File: src/hdl/pavs_pkg.sv
`timescale 1ns / 1ps
// ----------------------------------------------------------------------------
// Page aging victim selector: shared package
// Field widths, operation codes and the control/status bundles that pass
// between the sequencer and the frame table datapath.
// ----------------------------------------------------------------------------
package pavs_pkg;

  localparam int FRAME_COUNT_DEF = 4096;
  localparam int OFFSET_BITS_DEF = 24;

  localparam int WORD_W      = 64;  // packed age + offset word
  localparam int OP_W        = 2;
  localparam int FIDX_W      = 12;
  localparam int PTE_W       = 24;
  localparam int AGE_FIELD_W = 40;

  typedef enum logic [OP_W-1:0] {
    OP_INSTALL = 2'd0,
    OP_REMOVE  = 2'd1,
    OP_AGE     = 2'd2,
    OP_FIND    = 2'd3
  } op_t;

  // Commands from the sequencer to the datapath
  typedef struct packed {
    logic load_req;     // capture the incoming request
    logic clr_wr;       // write an empty word at the sweep pointer
    logic ptr_rst;      // restart the sweep pointer, drop the running best
    logic scan_rd;      // read the frame at the sweep pointer for comparison
    logic wr_install;   // write a fresh word at the request frame
    logic wr_remove;    // empty the request frame
    logic res_miss;     // result: not found, echo index
    logic res_install;  // result: freshly installed frame
    logic age_wb;       // write back the aged word and form its result
    logic res_find;     // result: best frame of the scan
    logic out_load;     // move the result into the output register
  } pavs_cmd_t;

  // Status from the datapath to the sequencer
  typedef struct packed {
    op_t  req_op;
    logic in_range;
    logic ptr_last;
    logic out_free;
  } pavs_sts_t;

endpackage

File: src/hdl/pavs_ctrl.sv
`timescale 1ns / 1ps
// ----------------------------------------------------------------------------
// Page aging victim selector: sequencer
// One-hot state machine that clears the table after reset, decodes each
// request and steps the datapath through its read-modify-write or scan.
// ----------------------------------------------------------------------------
module pavs_ctrl (
  input  logic                clk,
  input  logic                rst_n,
  input  logic                in_valid,
  output logic                in_ready,
  input  pavs_pkg::pavs_sts_t sts,
  output pavs_pkg::pavs_cmd_t cmd
);
  import pavs_pkg::*;

  typedef enum logic [7:0] {
    ST_CLEAR    = 8'b0000_0001,
    ST_IDLE     = 8'b0000_0010,
    ST_DECODE   = 8'b0000_0100,
    ST_AGE_WB   = 8'b0000_1000,
    ST_SCAN     = 8'b0001_0000,
    ST_SCAN_END = 8'b0010_0000,
    ST_FIND_RES = 8'b0100_0000,
    ST_DONE     = 8'b1000_0000
  } state_t;

  state_t state_r, state_nxt;

  always_comb begin
    state_nxt = state_r;
    cmd       = '0;
    case (state_r)
      ST_CLEAR: begin
        cmd.clr_wr = 1'b1;
        if (sts.ptr_last) begin
          state_nxt = ST_IDLE;
        end
      end
      ST_IDLE: begin
        if (in_valid) begin
          cmd.load_req = 1'b1;
          state_nxt    = ST_DECODE;
        end
      end
      ST_DECODE: begin
        if (sts.req_op == OP_FIND) begin
          cmd.ptr_rst = 1'b1;
          state_nxt   = ST_SCAN;
        end else if (!sts.in_range) begin
          cmd.res_miss = 1'b1;
          state_nxt    = ST_DONE;
        end else begin
          case (sts.req_op)
            OP_INSTALL: begin
              cmd.wr_install  = 1'b1;
              cmd.res_install = 1'b1;
              state_nxt       = ST_DONE;
            end
            OP_REMOVE: begin
              cmd.wr_remove = 1'b1;
              cmd.res_miss  = 1'b1;
              state_nxt     = ST_DONE;
            end
            default: begin
              state_nxt = ST_AGE_WB;
            end
          endcase
        end
      end
      ST_AGE_WB: begin
        cmd.age_wb = 1'b1;
        state_nxt  = ST_DONE;
      end
      ST_SCAN: begin
        cmd.scan_rd = 1'b1;
        if (sts.ptr_last) begin
          state_nxt = ST_SCAN_END;
        end
      end
      ST_SCAN_END: begin
        state_nxt = ST_FIND_RES;
      end
      ST_FIND_RES: begin
        cmd.res_find = 1'b1;
        state_nxt    = ST_DONE;
      end
      ST_DONE: begin
        if (sts.out_free) begin
          cmd.out_load = 1'b1;
          state_nxt    = ST_IDLE;
        end
      end
      default: begin
        state_nxt = ST_IDLE;
      end
    endcase
  end

  always_ff @(posedge clk) begin
    if (!rst_n) begin
      state_r <= ST_CLEAR;
    end else begin
      state_r <= state_nxt;
    end
  end

  assign in_ready = (state_r == ST_IDLE);

endmodule

File: config.mk
export PLATFORM = sky130hd
export DESIGN_NAME = pavs_ctrl
export DESIGN_NICKNAME = d
export VERILOG_FILES = /design/src/hdl/pavs_pkg.sv /design/src/hdl/pavs_ctrl.sv
export SDC_FILE = /design/constraint.sdc
export NUM_CORES = 1
export LEC_CHECK = 0
export ABC_CLOCK_PERIOD_IN_PS = 1600
export BUFFER_PORTS_ARGS = -buffer_cell sky130_fd_sc_hd__buf_4
export CAP_MARGIN = 20
export CORE_MARGIN = 1.5
export CORE_UTILIZATION = 40
export CTS_BUF_LIST = sky130_fd_sc_hd__clkbuf_4
export CTS_CLUSTER_SIZE = 10
export DETAILED_ROUTE_END_ITERATION = 10
export HOLD_SLACK_MARGIN = 0.06
export MAX_ROUTING_LAYER = met4
export PLACE_DENSITY = 0.66
export REMOVE_ABC_BUFFERS = 1
export SLEW_MARGIN = 20
export SYNTH_ARGS = -nofsm -noshare
export SYNTH_HDL_FRONTEND = slang
export SYNTH_SLANG_ARGS = --single-unit
File: constraint.sdc
create_clock -name clk -period 1.6 [get_ports clk]
set_input_delay 0.16 -clock clk [delete_from_list [all_inputs] [get_ports clk]]
set_output_delay 0.16 -clock clk [all_outputs]
set_load 0.03 [all_outputs]
Yosys cells after proc, flatten, opt, wreduce, memory -nomap -nowiden
Index checks and enable logic that the tools add are counted.
- register bits: 8
- output and inout bits: 12
- input bits: 8
- logic and storage cells: 44
- reduce and logical (&&, ||, !) cells: 4
- multiplexer cells: 25
- equality and inequality tests: 14
- operator list (operator ; count):
    8-bit two-way mux ; 7
    8-bit case mux with 7 select lines ; 1
    1-bit two-way mux ; 13
    8-bit by 1-bit equality test with 1-bit output (second input constant) ; 1
    8-bit by 2-bit equality test with 1-bit output (second input constant) ; 1
    8-bit by 3-bit equality test with 1-bit output (second input constant) ; 1
    8-bit by 4-bit equality test with 1-bit output (second input constant) ; 1
    8-bit by 5-bit equality test with 1-bit output (second input constant) ; 1
    8-bit by 6-bit equality test with 1-bit output (second input constant) ; 1
    8-bit by 7-bit equality test with 1-bit output (second input constant) ; 1
    8-bit equality test (second input constant) ; 1
    4-bit two-way mux ; 2
    2-bit != test (second input constant) ; 4
    2-bit two-way mux ; 2
    4-bit AND reduction ; 1
    2-bit OR reduction ; 2
    2-bit by 1-bit equality test with 1-bit output (second input constant) ; 1
    2-bit equality test (second input constant) ; 1
    2-bit zero test ; 1

Depth between registers and ports, before layout
- depth in word-level cells: 6
- gate-level depth with buffers: 5
- mapped depth without buffers: 4

Worst setup path after synthesis
OpenSTA, ideal clock, no wires.
- path type: reg-to-output
- from: reg state_r[4]
- to: out cmd[0] (netlist name)
- arrival: 1959 ps
- setup slack: -519 ps
- cell stages (with the launch flop): 4
- buffers on the path: 1
- required time: 1440 ps
- path through: dfxtp_1 buf_6 or4_4 nor4_1
- RTL lines (item ; line ; source):
    start, declared ; pavs_ctrl.sv:28 ; state_t state_r, state_nxt;
    start signal, assigned ; pavs_ctrl.sv:104 ; state_r <= state_nxt;
    end, declared ; pavs_ctrl.sv:13 ; output pavs_pkg::pavs_cmd_t cmd

==> flow_metrics.tcl <==
set metrics [dict create \
    status "complete, but fails checks" \
    violations "setup timing" \
    rows 13 \
    rsz0062_at_grt "yes" \
    routedWlPerCell_um 13.5 \
    clkSlewWorstSetupHoldPaths_ns 0.06 \
    core-area_um2 1320 \
    synth_warnings 0 \
    multi_input_area_um2 472 \
    cp_slowest_cell "or4_4" \
    synthCells 71 \
    largest_reg_flops 8 \
    power_per_cell_area_nw_per_um2 542 \
    cp-start-kind "flop" \
    cp-startpoint "state_r[2]" \
    largest-register "state_r" \
    drcViolationCount 0 \
    critPathCaptureType "primary output" \
    critPathMaxFanout 4 \
    tritoncts.num_buffers 3 \
    die_h_um 40.6 \
    io_pins 20 \
    final_layout_size_suffix_gt1_frac 0.579 \
    crit_arrival_ns 1.64 \
    first_pass_iters 4 \
    gp_congestion 0.878 \
    finalCritPeriodShare 1.12 \
    fin_area_um2 1000 \
    top_regs "state_r x8" \
    crit_chain "or4_4 -> nor3_4 -> and3b_2 -> buf_6" \
    tns_ns -1.26 \
    clock_latency_ns 0.27 \
    p_leak_nw 0.446 \
    clk_path_buf_depth 2 \
    grt_overflow_total 0 \
    cpPeakStageDelay_ns 0.57 \
    wl_um 1650 \
    grt_max_degree 9 \
    r2r_setup_slack_ns -0.09 \
    min_path_type "input port to flop" \
    start_util 0.430 \
    fin_skew_ns 0.00762 \
    drtIter0Drc 21 \
    critPathTopFamily "simple AND/OR/NAND/NOR gates" \
    cp.required_ns 1.44 \
    grt_pass1_vias 538 \
    period_needed_ns 1.80 \
    vias_per_cell 5.40 \
    synth_area_um2 567 \
    post_dp_cell_area_um2 781 \
    r2r_end "state_r[6]" \
    ir_drop_v 0.000687 \
    area_growth_pct 76.4 \
    dp.final_hpwl_um 1130 \
    critPathBufInv 1 \
    cts_hold_buf 0 \
    whs_ns 0.0970 \
    drtAntennaViolNets 0 \
    maxCapViolations 0 \
    port_buffers 19 \
    regArea_um2 168 \
    post-place-ws_ns -0.0109 \
    setup.worst_path.end "cmd[7]" \
    grt_util_all_layers 0.220 \
    netlist.area_leader.share 0.283 \
    hold_viol 0 \
    antenna_found_initial 0 \
    die_x_um 40.6 \
    clockRootBuffer "clkbuf_4" \
    htree_levels 1 \
    total_power_mw 0.542 \
    relSlewSlack 0.768 \
    fmax_mhz 556 \
    clock_sinks 8 \
    ys_top_cells_by_area "dfxtp_1 28%, nor2_1 6.6%, o21a_1 6.6%, nor3_1 6.2%, o41ai_4 4.9%" \
    reg2reg_from "state_r[5]" \
    finalSetupViolations 14 \
    synth_seq_area_share 0.283 \
    grt_first_pass_wirelength_um 2230 \
    cp.depth 4 \
    insertedDiodeCount 0 \
    synth_cell_types 31 \
    fillCellCount 95 \
    vias 659 \
    worst_pin_slew_ns 0.345 \
    nNetsFinal 117 \
    worst-setup-path-type "flop to primary output" \
    setup_ws_ns -0.200 \
    avgSynthCellArea_um2 7.98 \
    ys_ff_latch 8 \
    slew_viol_final 0 \
    cts_tree "built" \
    die_area_um2 1650 \
    reg2reg_depth 5 \
    yosys.area.top_type "dfxtp_1" \
]
worst min-delay path by stage:
stage	to	cells past startpoint	slack [ns]	start
final	state_r[0]	2	0.1	sts[1]
after global routing	state_r[0]	2	0.09	sts[1]
after CTS	state_r[0]	2	0.1	sts[1]
after detailed placement	state_r[0]	2	0.37	sts[1]
after global placement	state_r[0]	2	0.37	sts[1]
after floorplan	state_r[0]	1	0.23	rst_n
per-stage QoR:
stage / util / std cells
6_report: 0.759 / 122
5_1_grt: 0.759 / 122
4_1_cts: 0.688 / 120
3_5_place_dp: 0.593 / 112
3_3_place_gp: 0.593 / 112
2_1_floorplan: - / 67
area by class of cell:
type,count,area share
repair buffers,37,0.312
clock buffers,3,0.0225
multi-input cells,57,0.472
well taps,15,0.0188
inverters,2,0.00751
flip-flops and latches,8,0.168
synth_stat cells:
library cell	count
nor2_1	10
dfxtp_1	8
nor3_1	7
nand2_1	5
o21a_1	5
nand2b_1	4
nor4_1	4
buf_4	2
inv_1	2
nand3_1	2
nand4b_1	2
a21oi_1	1
and2_1	1
and2_2	1
and3_1	1
and3b_2	1
and4b_1	1
buf_6	1
clkbuf_1	1
nand4_1	1
nor2_2	1
nor3_2	1
o31ai_1	1
o41ai_1	1
o41ai_4	1
or3_1	1
or3b_2	1
or4_1	1
or4_4	1
xnor2_1	1
xor2_1	1
layout by cell type, fill, tap and decap left out, types with 2 or more instances in the layout:
cell type / instances
buf_4: 28
buf_6: 9
nor2_1: 7
nand2_1: 5
o21a_1: 5
nand2b_1: 4
nor3_1: 4
dfxtp_1: 4
nor4_4: 3
clkbuf_4: 3
dfxtp_2: 3
nor2_4: 2
nor3_2: 2
nor2_2: 2
or4_4: 2
nor3_4: 2
inv_1: 2
nand3_1: 2
nand4b_1: 2
cell families after synthesis:
family	count (synthesis)	synth area share
xor gates and xnor gates	2	0.0309
buffers and inverters	6	0.0662
and+or+nand+nor	46	0.468
DFF	8	0.283
AOI/OAI and AO/OA	9	0.152
report_power, final:
part           internal, mW  total (mW)  leakage, nW  switching (mW)
combinational        0.0834       0.174        0.365          0.0903
clock                0.0861       0.159       0.0138          0.0732
sequential            0.204       0.209       0.0675         0.00493
per-layer routing:
| metal | vias up | share of wire | global-route usage |
|---|---|---|---|
| li1 | 335 | - | - |
| met1 | 308 | 0.40 | 0.241 |
| met2 | 12 | 0.53 | 0.365 |
| met3 | 4 | 0.048 | 0.0978 |
| met4 | 0 | 0.015 | 0.0500 |
| met5 | - | 0 | - |
timing repair:
item,CTS,global route
resized for setup,14,19
setup endpoints to repair,12,14
endpoints found under the hold margin,0,0
pin swaps,5,9
setup buffers,5,2
No activity file was read; power rests on OpenSTA's default activity.
